**src/rtl/dht_pkg.sv**
```systemverilog
`default_nettype none

package dht_pkg;

   // FNV-1a 32-bit constants and the pad byte for short call signs.
   localparam logic [31:0] FNV_BASIS = 32'd2166136261;
   localparam logic [31:0] FNV_PRIME = 32'd16777619;
   localparam logic [7:0]  PAD_BYTE  = 8'h20;

   localparam logic [31:0] TTL_RESET = 32'd30000;

   // Operation codes carried in the mode field.
   localparam logic [1:0] MODE_MARK  = 2'd0;
   localparam logic [1:0] MODE_PEEK  = 2'd1;
   localparam logic [1:0] MODE_CLEAR = 2'd2;

   localparam int unsigned COUNT_MAX = 63;

   typedef struct packed {
      logic [1:0]  mode;
      logic [39:0] call_sign;
      logic [15:0] message_id;
      logic [7:0]  fragment_index;
      logic [31:0] now_ms;
   } dht_req_type;

   typedef struct packed {
      logic        seen;
      logic [5:0]  live_count;
      logic [31:0] key_hash;
   } dht_rsp_type;

   typedef struct packed {
      logic        used;
      logic [31:0] hash;
      logic [31:0] stamp;
   } dht_entry_type;

   typedef struct packed {
      logic shift;
      logic clear;
      logic load;
   } dht_cell_ctrl_type;

   typedef enum logic [2:0] {
      ST_IDLE,
      ST_HASH,
      ST_SCAN,
      ST_COMMIT,
      ST_DONE
   } dht_state_type;

endpackage

`default_nettype wire

```
**src/rtl/dht_cell.sv**
```systemverilog
`default_nettype none

module dht_cell
   import dht_pkg::*;
(
   input  wire logic              clock,
   input  wire logic              reset,
   input  wire dht_cell_ctrl_type ctrl,
   input  wire dht_entry_type     shift_in,
   input  wire dht_entry_type     write_in,
   output dht_entry_type          entry_out
);

   dht_entry_type entry_ff;
   dht_entry_type entry_in;

   always_comb begin
      entry_in = entry_ff;
      if (ctrl.clear) begin
         entry_in = '0;
      end else if (ctrl.load) begin
         entry_in = write_in;
      end else if (ctrl.shift) begin
         entry_in = shift_in;
      end
   end

   always_ff @(posedge clock) begin
      entry_ff.hash  <= entry_in.hash;
      entry_ff.stamp <= entry_in.stamp;
      if (reset) begin
         entry_ff.used <= 1'b0;
      end else begin
         entry_ff.used <= entry_in.used;
      end
   end

   assign entry_out = entry_ff;

endmodule

`default_nettype wire

```
**config.mk**
```make
export PLATFORM = sky130hd
export DESIGN_NAME = dht_cell
export DESIGN_NICKNAME = d
export VERILOG_FILES = /design/src/rtl/dht_pkg.sv /design/src/rtl/dht_cell.sv
export SDC_FILE = /design/constraint.sdc
export NUM_CORES = 1
export LEC_CHECK = 0
export ABC_AREA = 0
export BUFFER_PORTS_ARGS = -buffer_cell sky130_fd_sc_hd__buf_2
export CORE_ASPECT_RATIO = 2
export CORE_MARGIN = 2
export CORE_UTILIZATION = 42
export DETAILED_ROUTE_END_ITERATION = 6
export PLACE_DENSITY = 0.8
export SLEW_MARGIN = 20
export SYNTH_ARGS = -nofsm -noshare
export SYNTH_HDL_FRONTEND = slang
export SYNTH_SLANG_ARGS = --single-unit
```
**constraint.sdc**
```tcl
create_clock -name clock -period 1.3 [get_ports clock]
set_input_delay 0.195 -clock clock [delete_from_list [all_inputs] [get_ports clock]]
set_output_delay 0.195 -clock clock [all_outputs]
set_load 0.1 [all_outputs]
```
==> flow_summary.yaml <==
synthesis:
  synth-edff-count: 0
  synthCells: 289
  netlist_top_cells_area: "dfxtp_1, mux2i_1, a211oi_1"
  yosysSeqAreaShare_pct: 42.6
  avgSynthCellArea_um2: 10.6
  synth_largest_type_area_fraction_pct: 42.6
  synth_top_cell_by_area: "dfxtp_1"
  synth_area_um2: 3060
  asyncSetResetFlopFracSynth_pct: 0
  synth.cells.most_frequent: "dfxtp_1, mux2i_1, nor2b_1"
  ys.warnings.count: 0
  synth.lib_cells_used.distinct: 11
  synth_flop_cell: "dfxtp_1"
  synth-seq-cells: 65
  syn_nets: 424
min_path:
  worstHoldPathType: "input pin to register"
  hold_path_startpoint: "reset"
  hold_path_depth: 2
  worstHoldEndpoint: "entry_out[64]"
floorplanning:
  rows: 44
  io_pins: 200
  die_width_um: 64.3
  fp.dieH_um: 125
  core_area_um2: 7160
  initial_utilization_pct: 42.7
  total_die_area_um2: 8020
layout:
  largest_register_ffs: 65
  final_area_um2: 4580
  ant_diodes: 0
  finalNetCount: 617
  area.sequential_um2: 1380
  multi_input_area_um2: 1550
  post_route_cells_drive_above_1_share_pct: 59.8
  num-fill-cells: 593
  area_growth_syn_to_layout_pct: 49.8
critical_path:
  worstSetupEndpointType: "primary output"
  r2r_cells: 2
  crit_arrival_ns: 1.07
  timing.rr.end: "entry_out[23]"
  worstPathBufferInverterCount: 1
  critical-path-top-delay-family: "buffers and inverters"
  cpPeakStageDelay_ns: 0.42
  worstReg2RegStart: "entry_out[23]"
  r2r_setup_slack_ns: 0.41
  critPathMaxFanout: 2
  critical-path-slowest-cell: "buf_2"
  startpoint: "entry_out[8]"
  crit_type: "register to primary output"
  timing.critical_path.required_ns: 1.11
  timing.critical_path.cells: "buf_2"
  cp-start-kind: "register"
route:
  wl_um: 8490
  routed_wire_length_per_instance_um: 14.7
  antenna_left: 0
  dr.pass1.iters: 4
  detailroute.via_count: 2902
  drc_errors: 0
  vias_per_cell: 5.01
  dr.first_iter.drc_count: 143
cts:
  tritoncts: "done"
  clock_latency_ns: 0.32
  htreeDepth: 3
  cts.sinks: 65
  cts.root.buffer_cell: "clkbuf_16"
  cts_setup_buffers: 0
  worst_path_clk_slew_ns: 0.05
  clock_path_buffers: 2
  ctsHoldBuffers: 0
  cts-buffers-inserted: 9
placement:
  post_dp_cell_area_um2: 4270
  numPortBuffers: 199
  dp.final_hpwl_um: 6270
  routabilityCongestion: 0.735
power_and_ir_drop:
  leakagePower_nw: 2.25
  cell_internal_pwr_w: 0.00434
  switching_power_w: 0.00236
  powerDensity_nw_per_um2: 1460
  p_clk_share_pct: 36.4
  vdd.ir_drop.worst_mv: 0.716
  power.sequential.fraction_pct: 33.8
  combPwrFrac_pct: 29.8
  power.switching_fraction_pct: 35.2
global_route:
  grt_overflow_total: 0
  number_of_antenna_violations_at_the_first_check_in_global_routing: 0
  grt_pass1_vias: 2873
  grt_max_degree: 37
  wire_length_of_the_first_global_routing_pass_um: 13600
  grt_use_total_pct: 21.8
timing:
  max_clock_freq_mhz: 788
  setup_viol_count_final: 0
  skew_ns: 0
  timing_worst_slew_pin_value_ns: 0.502
  drv_slew: 0
  rsz0062_at_grt: "no"
  final_hold_viols: 0
  fin_tns_setup_ns: 0
  finalCriticalPeriod_ns: 1.27
  max-slew-margin-rel_pct: 66.7
  timing.final.crit_share_pct: 97.7
run:
  timing.max_cap.violations: 0
outcome:
  status: "completed"
-- cells by family (layout without fill, tap and decap cells) --
group | after synthesis | in the layout | share of synthesized area, %
AOI/OAI and AO/OA | 65 | 65 | 16.2
muxes | 65 | 65 | 21.3
DFF | 65 | 65 | 42.6
and+or+nand+nor | 65 | 65 | 13.3
buffers and inverters | 29 | 227 | 6.67
-- worst max path at each step --
| stage | endpoint | slack [ns] | depth (start not counted) |
|---|---|---|---|
| final | entry_out[8] | 0.03 | 1 |
| after global routing | entry_out[41] | 0.0004 | 1 |
| after CTS | entry_out[8] | 0.008 | 1 |
| after detailed placement | entry_out[23] | 0.18 | 4 |
| after global placement | entry_out[4] | 0.23 | 4 |
| after floorplan | entry_out[64] | 0.05 | 2 |
-- area by class of cell --
cell class | count | area share [%]
clock buffers | 14 | 5.98
inverters | 1 | 0.0819
well taps | 92 | 2.51
repair buffers | 210 | 26.6
multi-input cells | 195 | 33.9
clock inverters | 2 | 0.765
flip-flops and latches | 65 | 30.2
-- layer usage --
metal | part of all wire [%] | vias up | GRT usage [%] | wire, um
met5 | 0 | - | 0 | 0
met4 | 1.6 | 0 | 8.64 | 134
met3 | 10 | 10 | 6.78 | 872
met2 | 45 | 166 | 35.2 | 3840
met1 | 43 | 1294 | 26.6 | 3650
li1 | - | 1432 | - | -
-- power groups by stage --
stage	combinational [W]	sequential [W]	clock, W
3_5_place_dp	0.00200	0.00229	0
4_1_cts	0.00201	0.00226	0.00249
6_report	0.00199	0.00226	0.00244
3_3_place_gp	0.00198	0.00230	0
2_1_floorplan	0.000438	0.00339	0
5_1_grt	0.00208	0.00228	0.00258
-- layout by cell type (no fill, tap or decap), types with 2 or more instances in the layout --
master	instances
mux2i_1	65
clkbuf_16	9
buf_2	193
clkbuf_1	2
buf_4	6
clkbuf_8	3
a211oi_1	64
dfxtp_2	65
nor2b_1	65
buf_12	10
-- metrics by stage --
step                util, %  power, W  hold WS, ns  instances  setup slack (ns)
detailed placement     59.6   0.00429        0.368        563             0.180
CTS                    64.0   0.00675       0.0262        579           0.00827
finish                 64.0   0.00669       0.0434        579            0.0305
floorplan                 -   0.00383        0.256        289            0.0527
global route           64.0   0.00694       0.0524        579          0.000375
global placement       59.6   0.00428        0.356        563             0.229
-- what timing repair did --
action | in CTS | in global routing
resized for setup | 2 | 1
hold endpoints to repair | 0 | 0
setup endpoints to repair | 2 | 1
(Power assumes the default switching activity.)
