<file path="src/rtl/dht_pkg.sv">
`default_nettype none

package dht_pkg;

   // FNV-1a 32-bit constants and the pad byte for short call signs.
   localparam logic [31:0] FNV_BASIS = 32'd2166136261;
   localparam logic [31:0] FNV_PRIME = 32'd16777619;
   localparam logic [7:0]  PAD_BYTE  = 8'h20;

   localparam logic [31:0] TTL_RESET = 32'd30000;

   // Operation codes carried in the mode field.
   localparam logic [1:0] MODE_MARK  = 2'd0;
   localparam logic [1:0] MODE_PEEK  = 2'd1;
   localparam logic [1:0] MODE_CLEAR = 2'd2;

   localparam int unsigned COUNT_MAX = 63;

   typedef struct packed {
      logic [1:0]  mode;
      logic [39:0] call_sign;
      logic [15:0] message_id;
      logic [7:0]  fragment_index;
      logic [31:0] now_ms;
   } dht_req_type;

   typedef struct packed {
      logic        seen;
      logic [5:0]  live_count;
      logic [31:0] key_hash;
   } dht_rsp_type;

   typedef struct packed {
      logic        used;
      logic [31:0] hash;
      logic [31:0] stamp;
   } dht_entry_type;

   typedef struct packed {
      logic shift;
      logic clear;
      logic load;
   } dht_cell_ctrl_type;

   typedef enum logic [2:0] {
      ST_IDLE,
      ST_HASH,
      ST_SCAN,
      ST_COMMIT,
      ST_DONE
   } dht_state_type;

endpackage

`default_nettype wire

</file>
<file path="src/rtl/dht_hash.sv">
`default_nettype none

module dht_hash
   import dht_pkg::*;
#(
   parameter int unsigned CALL_BYTES = 5
) (
   input  wire logic        clock,
   input  wire logic        reset,
   input  wire logic        start,
   input  wire dht_req_type req,
   output logic             done,
   output logic [31:0]      hash
);

   localparam int unsigned KEY_BYTES = CALL_BYTES + 3;
   localparam int unsigned STEP_W    = $clog2(KEY_BYTES);

   logic [7:0]        key_ff [KEY_BYTES];
   logic [31:0]       hash_ff;
   logic [STEP_W-1:0] step_ff;
   logic              ended_ff;
   logic              busy_ff;
   logic              done_ff;

   logic        in_call;
   logic        ended_in;
   logic [7:0]  key_byte;
   logic [31:0] mixed;
   logic [31:0] product;

   // Call sign bytes end at the first zero byte; the rest become spaces.
   always_comb begin
      in_call  = step_ff < STEP_W'(CALL_BYTES);
      ended_in = ended_ff || (key_ff[0] == 8'd0);
      key_byte = key_ff[0];
      if (in_call && ended_in) begin
         key_byte = PAD_BYTE;
      end
      mixed   = hash_ff ^ {24'd0, key_byte};
      product = mixed * FNV_PRIME;
   end

   always_ff @(posedge clock) begin
      if (start) begin
         for (int j = 0; j < CALL_BYTES; j++) begin
            key_ff[j] <= (j < 5) ? req.call_sign[8*(j%5) +: 8] : 8'd0;
         end
         key_ff[CALL_BYTES]     <= req.message_id[7:0];
         key_ff[CALL_BYTES + 1] <= req.message_id[15:8];
         key_ff[CALL_BYTES + 2] <= req.fragment_index;
         hash_ff                <= FNV_BASIS;
      end else if (busy_ff) begin
         for (int j = 0; j < KEY_BYTES - 1; j++) begin
            key_ff[j] <= key_ff[j + 1];
         end
         key_ff[KEY_BYTES - 1] <= 8'd0;
         hash_ff               <= product;
      end
   end

   always_ff @(posedge clock) begin
      if (reset) begin
         busy_ff  <= 1'b0;
         done_ff  <= 1'b0;
         step_ff  <= '0;
         ended_ff <= 1'b0;
      end else begin
         done_ff <= 1'b0;
         if (start) begin
            busy_ff  <= 1'b1;
            step_ff  <= '0;
            ended_ff <= 1'b0;
         end else if (busy_ff) begin
            ended_ff <= in_call && ended_in;
            step_ff  <= step_ff + STEP_W'(1);
            if (step_ff == STEP_W'(KEY_BYTES - 1)) begin
               busy_ff <= 1'b0;
               done_ff <= 1'b1;
            end
         end
      end
   end

   assign done = done_ff;
   assign hash = hash_ff;

endmodule

`default_nettype wire

</file>
<file path="config.mk">
export PLATFORM = sky130hd
export DESIGN_NAME = dht_hash
export DESIGN_NICKNAME = d
export VERILOG_FILES = /design/src/rtl/dht_pkg.sv /design/src/rtl/dht_hash.sv
export SDC_FILE = /design/constraint.sdc
export NUM_CORES = 1
export LEC_CHECK = 0
export ABC_AREA = 1
export BUFFER_PORTS_ARGS = -buffer_cell sky130_fd_sc_hd__buf_4
export CAP_MARGIN = 20
export CORE_ASPECT_RATIO = 0.5
export CORE_MARGIN = 1
export CORE_UTILIZATION = 28
export DETAILED_ROUTE_END_ITERATION = 10
export PLACE_DENSITY_LB_ADDON = 0.08
export SLEW_MARGIN = 20
export SYNTH_ARGS = -nofsm -noshare
export SYNTH_HDL_FRONTEND = slang
export SYNTH_SLANG_ARGS = --single-unit
</file>
<file path="constraint.sdc">
create_clock -name clock -period 5.2 [get_ports clock]
set_clock_uncertainty 0.05 [all_clocks]
set_input_delay 0.52 -clock clock [delete_from_list [all_inputs] [get_ports clock]]
set_output_delay 0.52 -clock clock [all_outputs]
set_load 0.02 [all_outputs]
</file>
==> flow_summary_export.csv <==
group,metric,value,unit
synth,ys_seq_area_share,26.0,%
drt,via_count,8235,
hold_path,worstHoldPathCells,2,
drt,wl,29500,um
cts,clk_latency,380,ps
cts,htreeDepth,3,
final_layout,stdcell_area,13700,um2
timing,setup_ws,-153,ps
critical_path,end_kind,"flop",
global_route,grt_max_degree,76,
synth,yosys.area.top_type,"ha_1",
synth,synth_top_area_share,22.7,%
synth,synth-seq-cells,102,
hold_path,hp-class,"in2reg",
floorplan,die_width,274,um
critical_path,worst_setup_path_start_kind,"flop",
critical_path,arrival,5610,ps
final_layout,layoutNonFillerInstCount,1911,
final_layout,utilization,38.0,%
final_layout,n_fill_cell,3673,
final_layout,antenna_cells,0,
global_route,grt_pass1_vias,8642,
drt,antenna_left,0,
hold_path,whs_endpoint,"busy_ff$_SDFF_PP0_",
timing,setup_viol_count_final,16,
global_route,antenna_found_initial,0,
final_layout,layout_commonest_cell,"nand2_1",
synth,synth_area_leaders,"ha_1 23%, edfxtp_1 19%, fa_1 14%, nand2_1 12%, inv_1 8.5%",
timing,timing.slew.headroom,29.2,%
final_layout,final_cell_mix,"300 x nand2_1, 224 x buf_4, 213 x inv_1",
placed_design,gp_congestion,0.838,
synth,synthArstFlopShare,0,%
floorplan,floorplan.initialDensity,28.6,%
synth,synth_area_per_cell,8.44,um2
critical_path,path_class,"reg2reg",
placed_design,dpl.cell_count,1871,
timing,report.final.slew_viol_count,0,
timing,hold_violations,0,
cts,cts-hold-fix-buffers,0,
critical_path,crit_path_top_delay_cell,"fa_1",
critical_path,worstPathMaxFanout,5,
synth,syn_inst,1224,
status,violations,"negative setup slack",
final_layout,final_nets,1784,
synth,synthesis.nets,1586,
synth,synth_cell_types,40,
timing,fin_crit_sh,103,%
timing,finalSetupTns,-1360,ps
critical_path,cp.required,5460,ps
drt,wl_per_cell,15.5,um
placed_design,post-dp-hpwl,23500,um
placed_design,portBuffers,99,
global_route,grt.overflow.total,0,
synth,synth_edf_count,64,
synth,syn_area,10300,um2
critical_path,r2r-end,"hash[24]$_SDFFE_PP1P_",
synth,yosys_most_used_dff,"edfxtp_1",
floorplan,die_area,37700,um2
floorplan,core_area,36100,um2
cts,cts_tree,"done",
critical_path,r2r_cells,28,
critical_path,r2r_slack,-150,ps
cts,cts-root-buf,"clkbuf_16",
final_layout,drive_gt1_share,29.6,%
cts,cts_buffers,9,
cts,clockBufferDepth,2,
global_route,grt_usage,16.4,%
timing,clock.fmax,187,MHz
final_layout,area_delta_synth_final,32.8,%
timing,fin_crit,5350,ps
drt,vias_per_cell,4.31,
hold_path,min_from,"reset",
flow_run,cap_violations,0,
synth,ys_warn_count,0,
floorplan,die_h,138,um
drt,drtIter0Drc,259,
cts,cts.clk_slew.worst_paths,80,ps
critical_path,cpPeakStageDelay,550,ps
drt,drt_pass1_iterations,4,
cts,clock_sinks,102,
floorplan,row_count,49,
floorplan,io_pins,134,
status,status,"complete, but fails checks",
drt,drcViolationCount,0,
timing,tightest_slew,1060,ps
critical_path,reg2reg_from,"key_ff[0][0]$_DFFE_PP_",
placed_design,post_dp_cell_area,12200,um2
timing,rsz0062_at_grt,"yes",
global_route,grt_pass1_wl,46700,um
-- sequential cells by signal, summed over array words and instances (netlist names) --
| signal | count |
|---|---|
| hash | 32 |
| done | 1 |
| busy_ff | 1 |
| ended_ff | 1 |
| key_ff | 64 |
| step_ff | 3 |
-- Yosys cell counts (all sizes together) (2+ instances only) --
master	n
a21o	5
a21oi	57
buf	32
clkbuf	11
clkinv	2
dfxtp	38
edfxtp	64
fa	74
ha	187
inv	239
nand2	327
nand3	34
nand4	4
nor2	61
nor3	3
o21a	2
o21ai	40
o21bai	7
o22ai	8
or2	3
xnor2	7
xor2	12
-- per-layer routing --
layer  up-vias  part of all wire, %  routed length, um  track usage (%)
li1       4253                    -                  -                -
met1      3878                   50              14700             22.2
met2        88                   46              13600             27.7
met3        16                  3.2                935             2.96
met4         0                  1.1                313             2.79
met5         -                    0                  0                0
-- critical path, delay by kind of cell, from the launching register on --
family	cells	cell delay (ps)
AO/OA/AOI/OAI	4	700
XOR/XNOR	1	100
adder cells (fa/ha/maj)	8	2680
buffers and inverters	5	500
flip-flops	1	400
AND/OR/NAND/NOR	10	830
-- repair_timing --
action	CTS	global route
endpoints found under the setup margin	22	23
resized for setup	142	67
hold endpoints to repair	0	0
setup buffers	16	9
pin swaps	71	43
-- layout make-up --
class	instances	area, um2	share of cell area (%)
Timing Repair Buffer	230	1760	12.8
Multi-Input combinational cell	838	7470	54.5
Inverter	241	916	6.68
Clock buffer	10	229	1.67
Sequential cell	102	2680	19.6
Clock inverter	6	53.8	0.392
Tap cell	484	606	4.42
-- worst max-delay path by stage --
stage,from,endpoint,slack (ps)
6_report,key_ff[0][0]$_DFFE_PP_,hash[24]$_SDFFE_PP1P_,-150
5_1_grt,key_ff[0][1]$_DFFE_PP_,hash[21]$_SDFFE_PP0P_,-430
4_1_cts,key_ff[0][1]$_DFFE_PP_,hash[24]$_SDFFE_PP1P_,-150
3_5_place_dp,key_ff[0][0]$_DFFE_PP_,hash[24]$_SDFFE_PP1P_,-520
3_3_place_gp,key_ff[0][0]$_DFFE_PP_,hash[25]$_SDFFE_PP0P_,-540
2_1_floorplan,key_ff[0][7]$_DFFE_PP_,hash[27]$_SDFFE_PP0P_,10
-- through the flow --
step	hold slack (ps)	setup WS [ps]
2_1_floorplan	405	11.6
3_3_place_gp	449	-535
3_5_place_dp	446	-521
4_1_cts	233	-148
5_1_grt	233	-427
6_report	255	-153
-- logic make-up after synthesis --
| logic type | count (synthesis) | share of synthesized area [%] |
|---|---|---|
| AO/OA/AOI/OAI | 125 | 7.11 |
| flip-flops | 102 | 26.0 |
| AND/OR/NAND/NOR | 433 | 17.0 |
| adder cells (fa/ha/maj) | 261 | 37.0 |
| XOR/XNOR | 19 | 1.61 |
| buffers and inverters | 284 | 11.3 |
Power is not shown: default switching activity piles up to over one toggle a cycle in this logic, so the estimate is an artifact.
